===== src/rtl/core/ftsq_pkg.sv =====
// shared types, widths and codes of the fixed step time quantizer
package ftsq_pkg;

  // field widths
  localparam int ELAPSED_W  = 32;
  localparam int MAXDT_W    = 32;
  localparam int PERIOD_W   = 24;
  localparam int SPEED_W    = 16;
  localparam int OFFSET_W   = 41;
  localparam int CLOCK_W    = 62;
  localparam int SUM_W      = 33;
  localparam int SIMDT_W    = 49;
  localparam int PROT_W     = 63;

  // speed factor fraction bits
  localparam int SPEED_FRAC_BITS = 8;

  // datapath sizes
  localparam int ADD_W      = 63;
  localparam int PROD_W     = SUM_W + SPEED_W;
  localparam int DIV_STEPS  = SUM_W;
  localparam int MUL_STEPS  = SPEED_W;
  localparam int CNT_W      = $clog2(DIV_STEPS);

  // configuration port
  localparam int CFG_IDX_W  = 3;
  localparam int CFG_DATA_W = 62;

  // register reset values
  localparam logic [PERIOD_W-1:0] PERIOD_RESET = PERIOD_W'(8333);
  localparam logic [SPEED_W-1:0]  SPEED_RESET  = SPEED_W'(256);

  // register indexes
  typedef enum logic [CFG_IDX_W-1:0] {
    REG_MAX_FRAME_DT      = 3'd0,
    REG_MODEL_STEP_PERIOD = 3'd1,
    REG_SPEED_FACTOR      = 3'd2,
    REG_CLOCK_OFFSET      = 3'd3,
    REG_CLOCK_START       = 3'd4
  } cfg_reg_e;

  // configuration registers as seen by the datapath
  typedef struct packed {
    logic [MAXDT_W-1:0]  max_frame_dt;
    logic [PERIOD_W-1:0] model_step_period;
    logic [SPEED_W-1:0]  speed_factor;
    logic [OFFSET_W-1:0] clock_offset;
    logic [CLOCK_W-1:0]  clock_start;
  } cfg_t;

  // sequencer states
  typedef enum logic [3:0] {
    ST_IDLE,
    ST_SUM,
    ST_ADV1,
    ST_DIV,
    ST_RDT,
    ST_ADV2,
    ST_MUL,
    ST_STEADY,
    ST_SIM,
    ST_PROT,
    ST_DONE
  } state_t;

endpackage


===== src/rtl/core/ftsq_if.sv =====
// valid/ready channel interfaces for frame words and result words
interface ftsq_in_if;
  logic                            valid;
  logic                            ready;
  logic [ftsq_pkg::ELAPSED_W-1:0]  elapsed_ticks;
  logic                            freeze;
  logic                            scenery_ready;

  modport source (output valid, output elapsed_ticks, output freeze, output scenery_ready,
                  input ready);
  modport sink   (input valid, input elapsed_ticks, input freeze, input scenery_ready,
                  output ready);
endinterface

interface ftsq_out_if;
  logic                              valid;
  logic                              ready;
  logic [ftsq_pkg::SUM_W-1:0]        step_count;
  logic [ftsq_pkg::SUM_W-1:0]        real_dt;
  logic [ftsq_pkg::SIMDT_W-1:0]      sim_dt;
  logic [ftsq_pkg::CLOCK_W-1:0]      steady_time;
  logic signed [ftsq_pkg::PROT_W-1:0] protocol_time;
  logic [ftsq_pkg::CLOCK_W-1:0]      total_sim_time;

  modport source (output valid, output step_count, output real_dt, output sim_dt,
                  output steady_time, output protocol_time, output total_sim_time,
                  input ready);
  modport sink   (input valid, input step_count, input real_dt, input sim_dt,
                  input steady_time, input protocol_time, input total_sim_time,
                  output ready);
endinterface


===== src/rtl/core/ftsq_cfg_regs.sv =====
// configuration register file with write decode and reset values
module ftsq_cfg_regs (
  input  logic                           clk,
  input  logic                           rst_n,
  input  logic                           cfg_we,
  input  logic [ftsq_pkg::CFG_IDX_W-1:0]  cfg_idx,
  input  logic [ftsq_pkg::CFG_DATA_W-1:0] cfg_wdata,
  output ftsq_pkg::cfg_t                 cfg
);
  import ftsq_pkg::*;

  cfg_t cfg_r;
  cfg_t cfg_nxt;

  // write decode, unknown indexes ignored
  always_comb begin
    cfg_nxt = cfg_r;
    if (cfg_we) begin
      unique case (cfg_idx)
        REG_MAX_FRAME_DT:      cfg_nxt.max_frame_dt      = cfg_wdata[MAXDT_W-1:0];
        REG_MODEL_STEP_PERIOD: cfg_nxt.model_step_period = cfg_wdata[PERIOD_W-1:0];
        REG_SPEED_FACTOR:      cfg_nxt.speed_factor      = cfg_wdata[SPEED_W-1:0];
        REG_CLOCK_OFFSET:      cfg_nxt.clock_offset      = cfg_wdata[OFFSET_W-1:0];
        REG_CLOCK_START:       cfg_nxt.clock_start       = cfg_wdata[CLOCK_W-1:0];
        default: ;
      endcase
    end
  end

  // register storage
  always_ff @(posedge clk) begin
    if (!rst_n) begin
      cfg_r.max_frame_dt      <= '0;
      cfg_r.model_step_period <= PERIOD_RESET;
      cfg_r.speed_factor      <= SPEED_RESET;
      cfg_r.clock_offset      <= '0;
      cfg_r.clock_start       <= '0;
    end else begin
      cfg_r <= cfg_nxt;
    end
  end

  assign cfg = cfg_r;

endmodule


===== src/rtl/core/fixed_step_time_quantizer_core.sv =====
// Fixed step time quantizer: one frame word in gives one result word out. A frame passes
// from acceptance to the output register under a sequencer, with its sums and the
// division and multiply steps on one shared 63-bit adder: the restoring division of the
// frame time plus carried remainder by the step period (one quotient bit a cycle), the
// shift-add multiply by the speed factor, the sums, remainder and clock updates, and the
// release into the output register, which waits while an untaken result is held. in_ready
// is high only while the sequencer is idle, so a frame is not taken before the previous one
// is released; a finished result waits in the output register, so the next frame can start
// while the previous result is still untaken. There is no clearing pass after reset.
module fixed_step_time_quantizer_core (
  input  logic                           clk,
  input  logic                           rst_n,
  ftsq_in_if.sink                        in_ch,
  ftsq_out_if.source                     out_ch,
  input  logic                           cfg_we,
  input  logic [ftsq_pkg::CFG_IDX_W-1:0]  cfg_idx,
  input  logic [ftsq_pkg::CFG_DATA_W-1:0] cfg_wdata
);
  import ftsq_pkg::*;

  cfg_t cfg;

  // configuration registers
  ftsq_cfg_regs u_cfg_regs (
    .clk       (clk),
    .rst_n     (rst_n),
    .cfg_we    (cfg_we),
    .cfg_idx   (cfg_idx),
    .cfg_wdata (cfg_wdata),
    .cfg       (cfg)
  );

  state_t              state_r,   state_nxt;
  logic [CNT_W-1:0]    cnt_r,     cnt_nxt;
  logic                started_r, started_nxt;
  logic [PERIOD_W-1:0] rem_r,     rem_nxt;
  logic [CLOCK_W-1:0]  steady_r,  steady_nxt;
  logic [CLOCK_W-1:0]  simsum_r,  simsum_nxt;
  logic                ovalid_r,  ovalid_nxt;

  logic [ELAPSED_W-1:0] elapsed_r, elapsed_nxt;
  logic [ELAPSED_W-1:0] dt_r,      dt_nxt;
  logic [PERIOD_W-1:0]  period_r,  period_nxt;
  logic                 zsim_r,    zsim_nxt;
  logic [SUM_W-1:0]     sum_r,     sum_nxt;
  logic [SUM_W-1:0]     dvd_r,     dvd_nxt;
  logic [SUM_W-1:0]     q_r,       q_nxt;
  logic [PERIOD_W-1:0]  p_r,       p_nxt;
  logic [SUM_W-1:0]     rdt_r,     rdt_nxt;
  logic [SUM_W-1:0]     adv_r,     adv_nxt;
  logic [SPEED_W-1:0]   spd_r,     spd_nxt;
  logic [PROD_W-1:0]    acc_r,     acc_nxt;
  logic [SIMDT_W-1:0]   simdt_r,   simdt_nxt;
  logic [PROT_W-1:0]    prot_r,    prot_nxt;

  logic [SUM_W-1:0]     o_steps_r,  o_rdt_r;
  logic [SIMDT_W-1:0]   o_simdt_r;
  logic [CLOCK_W-1:0]   o_steady_r, o_simsum_r;
  logic [PROT_W-1:0]    o_prot_r;

  logic [ADD_W-1:0]     add_a, add_b, add_res;
  logic                 add_cin;
  logic                 in_acc;
  logic                 out_free;
  logic [ELAPSED_W-1:0] elapsed_eff;
  logic [PERIOD_W:0]    trial_div;
  logic                 trial_neg;
  logic [SIMDT_W-1:0]   simdt_w;

  assign in_acc      = in_ch.valid && in_ch.ready;
  assign out_free    = !ovalid_r || out_ch.ready;
  assign elapsed_eff = started_r ? in_ch.elapsed_ticks : '0;
  assign trial_div   = {p_r, dvd_r[SUM_W-1]};
  assign trial_neg   = add_res[ADD_W-1];
  assign simdt_w     = zsim_r ? '0 : SIMDT_W'(acc_r >> SPEED_FRAC_BITS);

  // shared adder operand select
  always_comb begin
    add_a   = '0;
    add_b   = '0;
    add_cin = 1'b0;
    unique case (state_r)
      ST_SUM: begin
        add_a = ADD_W'(dt_r);
        add_b = ADD_W'(rem_r);
      end
      ST_ADV1: begin
        add_a = ADD_W'(elapsed_r);
        add_b = ADD_W'(rem_r);
      end
      ST_DIV: begin
        add_a   = ADD_W'(trial_div);
        add_b   = ~ADD_W'(period_r);
        add_cin = 1'b1;
      end
      ST_RDT: begin
        add_a   = ADD_W'(sum_r);
        add_b   = ~ADD_W'(p_r);
        add_cin = 1'b1;
      end
      ST_ADV2: begin
        add_a   = ADD_W'(adv_r);
        add_b   = ~ADD_W'(p_r);
        add_cin = 1'b1;
      end
      ST_MUL: begin
        add_a = ADD_W'({acc_r[PROD_W-2:0], 1'b0});
        add_b = spd_r[SPEED_W-1] ? ADD_W'(rdt_r) : '0;
      end
      ST_STEADY: begin
        add_a = ADD_W'(steady_r);
        add_b = ADD_W'(adv_r);
      end
      ST_SIM: begin
        add_a = ADD_W'(simsum_r);
        add_b = ADD_W'(simdt_w);
      end
      ST_PROT: begin
        add_a = ADD_W'(steady_r);
        add_b = ADD_W'($signed(cfg.clock_offset));
      end
      default: ;
    endcase
  end

  assign add_res = add_a + add_b + ADD_W'(add_cin);

  // sequencer next state and datapath updates
  always_comb begin
    state_nxt   = state_r;
    cnt_nxt     = cnt_r;
    started_nxt = started_r;
    rem_nxt     = rem_r;
    steady_nxt  = steady_r;
    simsum_nxt  = simsum_r;
    ovalid_nxt  = ovalid_r;
    elapsed_nxt = elapsed_r;
    dt_nxt      = dt_r;
    period_nxt  = period_r;
    zsim_nxt    = zsim_r;
    sum_nxt     = sum_r;
    dvd_nxt     = dvd_r;
    q_nxt       = q_r;
    p_nxt       = p_r;
    rdt_nxt     = rdt_r;
    adv_nxt     = adv_r;
    spd_nxt     = spd_r;
    acc_nxt     = acc_r;
    simdt_nxt   = simdt_r;
    prot_nxt    = prot_r;

    // output word leaves on its handshake
    if (ovalid_r && out_ch.ready) begin
      ovalid_nxt = 1'b0;
    end

    unique case (state_r)
      ST_IDLE: begin
        if (in_acc) begin
          elapsed_nxt = elapsed_eff;
          if (cfg.max_frame_dt != '0 && cfg.max_frame_dt < elapsed_eff) begin
            dt_nxt = cfg.max_frame_dt;
          end else begin
            dt_nxt = elapsed_eff;
          end
          period_nxt = (cfg.model_step_period == '0) ? PERIOD_W'(1) : cfg.model_step_period;
          zsim_nxt   = in_ch.freeze || !in_ch.scenery_ready;
          spd_nxt    = cfg.speed_factor;
          acc_nxt    = '0;
          p_nxt      = '0;
          q_nxt      = '0;
          if (!started_r) begin
            steady_nxt  = cfg.clock_start;
            started_nxt = 1'b1;
          end
          state_nxt = ST_SUM;
        end
      end
      ST_SUM: begin
        sum_nxt   = add_res[SUM_W-1:0];
        dvd_nxt   = add_res[SUM_W-1:0];
        state_nxt = ST_ADV1;
      end
      ST_ADV1: begin
        adv_nxt   = add_res[SUM_W-1:0];
        cnt_nxt   = CNT_W'(DIV_STEPS - 1);
        state_nxt = ST_DIV;
      end
      ST_DIV: begin
        // one restoring division step
        p_nxt   = trial_neg ? trial_div[PERIOD_W-1:0] : add_res[PERIOD_W-1:0];
        q_nxt   = {q_r[SUM_W-2:0], !trial_neg};
        dvd_nxt = {dvd_r[SUM_W-2:0], 1'b0};
        cnt_nxt = cnt_r - CNT_W'(1);
        if (cnt_r == '0) begin
          state_nxt = ST_RDT;
        end
      end
      ST_RDT: begin
        rdt_nxt   = add_res[SUM_W-1:0];
        state_nxt = ST_ADV2;
      end
      ST_ADV2: begin
        adv_nxt   = add_res[SUM_W-1:0];
        rem_nxt   = p_r;
        cnt_nxt   = CNT_W'(MUL_STEPS - 1);
        state_nxt = ST_MUL;
      end
      ST_MUL: begin
        // msb-first shift-add multiply by the speed factor
        acc_nxt = add_res[PROD_W-1:0];
        spd_nxt = {spd_r[SPEED_W-2:0], 1'b0};
        cnt_nxt = cnt_r - CNT_W'(1);
        if (cnt_r == '0) begin
          state_nxt = ST_STEADY;
        end
      end
      ST_STEADY: begin
        steady_nxt = add_res[CLOCK_W-1:0];
        state_nxt  = ST_SIM;
      end
      ST_SIM: begin
        simdt_nxt  = simdt_w;
        simsum_nxt = add_res[CLOCK_W-1:0];
        state_nxt  = ST_PROT;
      end
      ST_PROT: begin
        prot_nxt  = add_res[PROT_W-1:0];
        state_nxt = ST_DONE;
      end
      ST_DONE: begin
        if (out_free) begin
          ovalid_nxt = 1'b1;
          state_nxt  = ST_IDLE;
        end
      end
      default: state_nxt = ST_IDLE;
    endcase
  end

  // control and frame state registers
  always_ff @(posedge clk) begin
    if (!rst_n) begin
      state_r   <= ST_IDLE;
      cnt_r     <= '0;
      started_r <= 1'b0;
      rem_r     <= '0;
      steady_r  <= '0;
      simsum_r  <= '0;
      ovalid_r  <= 1'b0;
    end else begin
      state_r   <= state_nxt;
      cnt_r     <= cnt_nxt;
      started_r <= started_nxt;
      rem_r     <= rem_nxt;
      steady_r  <= steady_nxt;
      simsum_r  <= simsum_nxt;
      ovalid_r  <= ovalid_nxt;
    end
  end

  // datapath working registers
  always_ff @(posedge clk) begin
    elapsed_r <= elapsed_nxt;
    dt_r      <= dt_nxt;
    period_r  <= period_nxt;
    zsim_r    <= zsim_nxt;
    sum_r     <= sum_nxt;
    dvd_r     <= dvd_nxt;
    q_r       <= q_nxt;
    p_r       <= p_nxt;
    rdt_r     <= rdt_nxt;
    adv_r     <= adv_nxt;
    spd_r     <= spd_nxt;
    acc_r     <= acc_nxt;
    simdt_r   <= simdt_nxt;
    prot_r    <= prot_nxt;
  end

  // output register, loaded when the result word is released
  always_ff @(posedge clk) begin
    if (state_r == ST_DONE && out_free) begin
      o_steps_r  <= q_r;
      o_rdt_r    <= rdt_r;
      o_simdt_r  <= simdt_r;
      o_steady_r <= steady_r;
      o_prot_r   <= prot_r;
      o_simsum_r <= simsum_r;
    end
  end

  assign in_ch.ready           = (state_r == ST_IDLE);
  assign out_ch.valid          = ovalid_r;
  assign out_ch.step_count     = o_steps_r;
  assign out_ch.real_dt        = o_rdt_r;
  assign out_ch.sim_dt         = o_simdt_r;
  assign out_ch.steady_time    = o_steady_r;
  assign out_ch.protocol_time  = $signed(o_prot_r);
  assign out_ch.total_sim_time = o_simsum_r;

endmodule


===== src/flat_wrapper.sv =====
// flat-port wrapper written by rule: the top's interface ports become plain ports
module fixed_step_time_quantizer_core_flat import ftsq_pkg::*;
  (clk, rst_n, cfg_we, cfg_idx, cfg_wdata, in_ch_valid, in_ch_elapsed_ticks, in_ch_freeze, in_ch_scenery_ready, in_ch_ready, out_ch_valid, out_ch_step_count, out_ch_real_dt, out_ch_sim_dt, out_ch_steady_time, out_ch_protocol_time, out_ch_total_sim_time, out_ch_ready);
  ftsq_in_if in_ch_i ();
  ftsq_out_if out_ch_i ();
  input  logic clk;
  input  logic rst_n;
  input  logic cfg_we;
  input  logic [ftsq_pkg::CFG_IDX_W-1:0] cfg_idx;
  input  logic [ftsq_pkg::CFG_DATA_W-1:0] cfg_wdata;
  input wire logic [$bits(in_ch_i.valid)-1:0] in_ch_valid;
  input wire logic [$bits(in_ch_i.elapsed_ticks)-1:0] in_ch_elapsed_ticks;
  input wire logic [$bits(in_ch_i.freeze)-1:0] in_ch_freeze;
  input wire logic [$bits(in_ch_i.scenery_ready)-1:0] in_ch_scenery_ready;
  output wire logic [$bits(in_ch_i.ready)-1:0] in_ch_ready;
  output wire logic [$bits(out_ch_i.valid)-1:0] out_ch_valid;
  output wire logic [$bits(out_ch_i.step_count)-1:0] out_ch_step_count;
  output wire logic [$bits(out_ch_i.real_dt)-1:0] out_ch_real_dt;
  output wire logic [$bits(out_ch_i.sim_dt)-1:0] out_ch_sim_dt;
  output wire logic [$bits(out_ch_i.steady_time)-1:0] out_ch_steady_time;
  output wire logic [$bits(out_ch_i.protocol_time)-1:0] out_ch_protocol_time;
  output wire logic [$bits(out_ch_i.total_sim_time)-1:0] out_ch_total_sim_time;
  input wire logic [$bits(out_ch_i.ready)-1:0] out_ch_ready;
  assign in_ch_i.valid = in_ch_valid;
  assign in_ch_i.elapsed_ticks = in_ch_elapsed_ticks;
  assign in_ch_i.freeze = in_ch_freeze;
  assign in_ch_i.scenery_ready = in_ch_scenery_ready;
  assign in_ch_ready = in_ch_i.ready;
  assign out_ch_valid = out_ch_i.valid;
  assign out_ch_step_count = out_ch_i.step_count;
  assign out_ch_real_dt = out_ch_i.real_dt;
  assign out_ch_sim_dt = out_ch_i.sim_dt;
  assign out_ch_steady_time = out_ch_i.steady_time;
  assign out_ch_protocol_time = out_ch_i.protocol_time;
  assign out_ch_total_sim_time = out_ch_i.total_sim_time;
  assign out_ch_i.ready = out_ch_ready;
  fixed_step_time_quantizer_core u_core (.clk(clk), .rst_n(rst_n), .in_ch(in_ch_i), .out_ch(out_ch_i), .cfg_we(cfg_we), .cfg_idx(cfg_idx), .cfg_wdata(cfg_wdata));
endmodule

===== config.mk =====
export PLATFORM = sky130hd
export DESIGN_NAME = fixed_step_time_quantizer_core_flat
export DESIGN_NICKNAME = d
export VERILOG_FILES = /design/src/rtl/core/ftsq_pkg.sv /design/src/rtl/core/ftsq_if.sv /design/src/rtl/core/ftsq_cfg_regs.sv /design/src/rtl/core/fixed_step_time_quantizer_core.sv /design/src/flat_wrapper.sv
export SDC_FILE = /design/constraint.sdc
export NUM_CORES = 2
export LEC_CHECK = 0
export BUFFER_PORTS_ARGS = -buffer_cell sky130_fd_sc_hd__buf_2
export CORE_UTILIZATION = 30
export DETAILED_ROUTE_END_ITERATION = 10
export PLACE_DENSITY_LB_ADDON = 0.25
export SETUP_SLACK_MARGIN = 0.2
export SYNTH_ARGS = -nofsm -noshare
export SYNTH_HDL_FRONTEND = slang
export SYNTH_SLANG_ARGS = --single-unit

===== constraint.sdc =====
create_clock -name clk -period 62.7 [get_ports clk]
set_clock_uncertainty 0.1 [all_clocks]
set_input_delay 18.81 -clock clk [delete_from_list [all_inputs] [get_ports clk]]
set_output_delay 18.81 -clock clk [all_outputs]
set_load 0.05 [all_outputs]

==> qor.yml <==
clk_pin_slew_worst_paths_ps: 70
finalNetCount: 4406
drt_iter0_markers: 3523
die_height_um: 386
ys.flop_type: "edfxtp_1"
start_kind: "input port"
cts_resized: 0
hold_viol_final: 0
overflow: 0
syn_area_per_cell_um2: 11.4
syn_inst: 3883
leakagePower_nw: 19.1
cp_max_fo: 32
setup_viol: 0
hp-class: "reg2reg"
rsz0062_at_grt: "false"
wl_per_cell_um: 25.1
required_ps: 63090
cts.sinks: 1076
reg2reg_depth: 21
drive_gt1_share_pct: 17.2
post-cts-setup-buffer-count: 0
hpwl_um: 108000
synth_area_um2: 44300
status: "finished, final reports clean"
ctsHoldBuffers: 0
ys_ff_latch: 1076
port-buffer-count: 399
stdcell_count: 6232
h-tree-depth: 3
grt_pass1_vias: 30029
slew_violations: 0
fmax_ghz: 0.0453
grt_start_max_net_pins: 166
antenna_found_initial: 33
pwr_density_cell_nw_per_um2: 31.5
cap_violations: 0
relSlewSlack_pct: 9.67
die_area_um2: 149000
cts_tree: "built"
viasPerCell: 5.18
routabilityCongestion: 0.883
coreArea_um2: 146000
dp.cells: 6009
drc_errors: 0
end_kind: "flop"
drt_wl_total_um: 156000
synth_edf_count: 741
dieWidth_um: 386
min_path_cells: 0
ys_top_cells_by_area: "edfxtp_1, dfxtp_1, nand2_1"
ir_worst_vdd_mv: 0.0215
ys_seq_area_share_pct: 65.4
async_reset_ff_share_pct: 0
crit_type: "in2reg"
track_usage_pct: 20.3
synth.distinct_cells: 88
clk_latency_ps: 770
cts_made_buffers: 112
r2r_setup_slack_ps: 55350
cts_root_buf: "clkbuf_16"
setup_tns_ps: 0
syn_to_final_growth_pct: 17.3
vias: 32309
synth_top_area_cell: "edfxtp_1"
finalCritPeriodShare_pct: 35.2
worstMarginPinSlew_ps: 1350
final_cell_mix: "nand2_1, edfxtp_1, a21oi_1"
yosysTopAreaCellShare_pct: 50.2
ios: 408
post-route-min-period_ps: 22070
worst_ep_arrival_time_ps: 22460
antenna_left: 0
start_util_pct: 30.3
final_common_cell: "nand2_1"
dr.pass1.iters: 7
cts_buffer_depth: 3
synth-warning-count: 0
grt_first_pass_wirelength_um: 219000
rows: 140
## flip-flops by register name, summed over array words and instances, names as in the netlist, 33 cells and up
name                          count
u_core.out_ch.real_dt            33
u_core.acc_r                     49
u_core.dvd_r                     33
u_core.out_ch.steady_time        62
u_core.steady_r                  62
u_core.out_ch.step_count         33
u_core.adv_r                     33
u_core.out_ch.total_sim_time     62
u_core.rdt_r                     33
u_core.prot_r                    63
u_core.out_ch.protocol_time      63
u_core.simdt_r                   41
u_core.sum_r                     33
u_core.out_ch.sim_dt             41
u_core.simsum_r                  62
u_core.q_r                       33
u_core.u_cfg_regs.cfg           175
## metal layers
layer / track usage [%] / wire (um) / part of all wire, %
met1: 28.9 / 70100 / 45
met2: 31.1 / 69900 / 45
met3: 3.90 / 12300 / 7.9
met4: 5.92 / 3720 / 2.4
met5: 0 / 191 / 0.12
## where the power goes
| part | switching (mW) | internal (mW) | leakage (nW) |
|---|---|---|---|
| Clock | 0.299 | 0.373 | 1.79 |
| Combinational | 0.109 | 0.0386 | 7.60 |
| Sequential | 0.0201 | 0.796 | 9.68 |
| Total | 0.429 | 1.21 | 19.1 |
## worst paths after layout
path                               start                               to
setup / recovery  in_ch_elapsed_ticks[1]                  u_core.dt_r[13]
hold / removal         u_core.prot_r[34]  u_core.out_ch.protocol_time[34]
setup reg to reg       u_core.state_r[3]                    u_core.p_r[7]
hold reg to reg        u_core.prot_r[34]  u_core.out_ch.protocol_time[34]
## critical path, cell delays in order
cell and delay, ps:
buf_2 100, nand2_1 80, ha_1 330, a21o_1 160, a21o_1 160, a21oi_1 140
o21ai_0 120, a211o_1 310, a21oi_1 570, o31ai_1 240, a21oi_4 990, mux2_2 420
## synth_stat cells, types with 49 or more instances
master and number:
a21oi_1 424, a22oi_1 133, and2_1 65, clkbuf_1 213, dfxtp_1 335, edfxtp_1 741
ha_1 94, inv_1 114, mux2_2 49, nand2_1 797, nand3_1 76, nand4_1 51
nor2_1 188, nor2b_1 53, o21ai_0 92
## area by class of cell
| type | count | area (um2) |
|---|---|---|
| tap | 1917 | 2400 |
| fill | 14555 | 94100 |
| multi-input combinational | 2439 | 14000 |
| antenna | 9 | 22.5 |
| inverter | 115 | 445 |
| timing repair buffer | 462 | 2480 |
| clock inverter | 73 | 671 |
| sequential | 1076 | 29000 |
| clock buffer | 141 | 3010 |
## kinds of logic after synthesis
kind of cell / count (synthesis) / share of synthesized area (%)
and+or+nand+nor: 1312 / 12.8
DFF: 1076 / 65.4
AOI/OAI and AO/OA: 913 / 13.1
buffers and inverters: 375 / 3.50
adders and majority gates: 96 / 2.75
muxes: 56 / 1.40
xor gates and xnor gates: 54 / 1.07
other: 1 / 0.00847
## stage by stage
stage / area (um2) / power (mW) / hold WS (ps) / util (%) / setup WS [ps]
global route: 51900 / 1.69 / 309 / 35.6 / 40490
CTS: 51900 / 1.65 / 291 / 35.6 / 40580
finish: 52000 / 1.64 / 306 / 35.6 / 40630
global placement: 48300 / 0.976 / 303 / 33.0 / 39800
floorplan: 44300 / 0.907 / 300 / - / 22690
detailed placement: 48300 / 0.978 / 305 / 33.0 / 39770
Power figures use the tool's default switching activity.
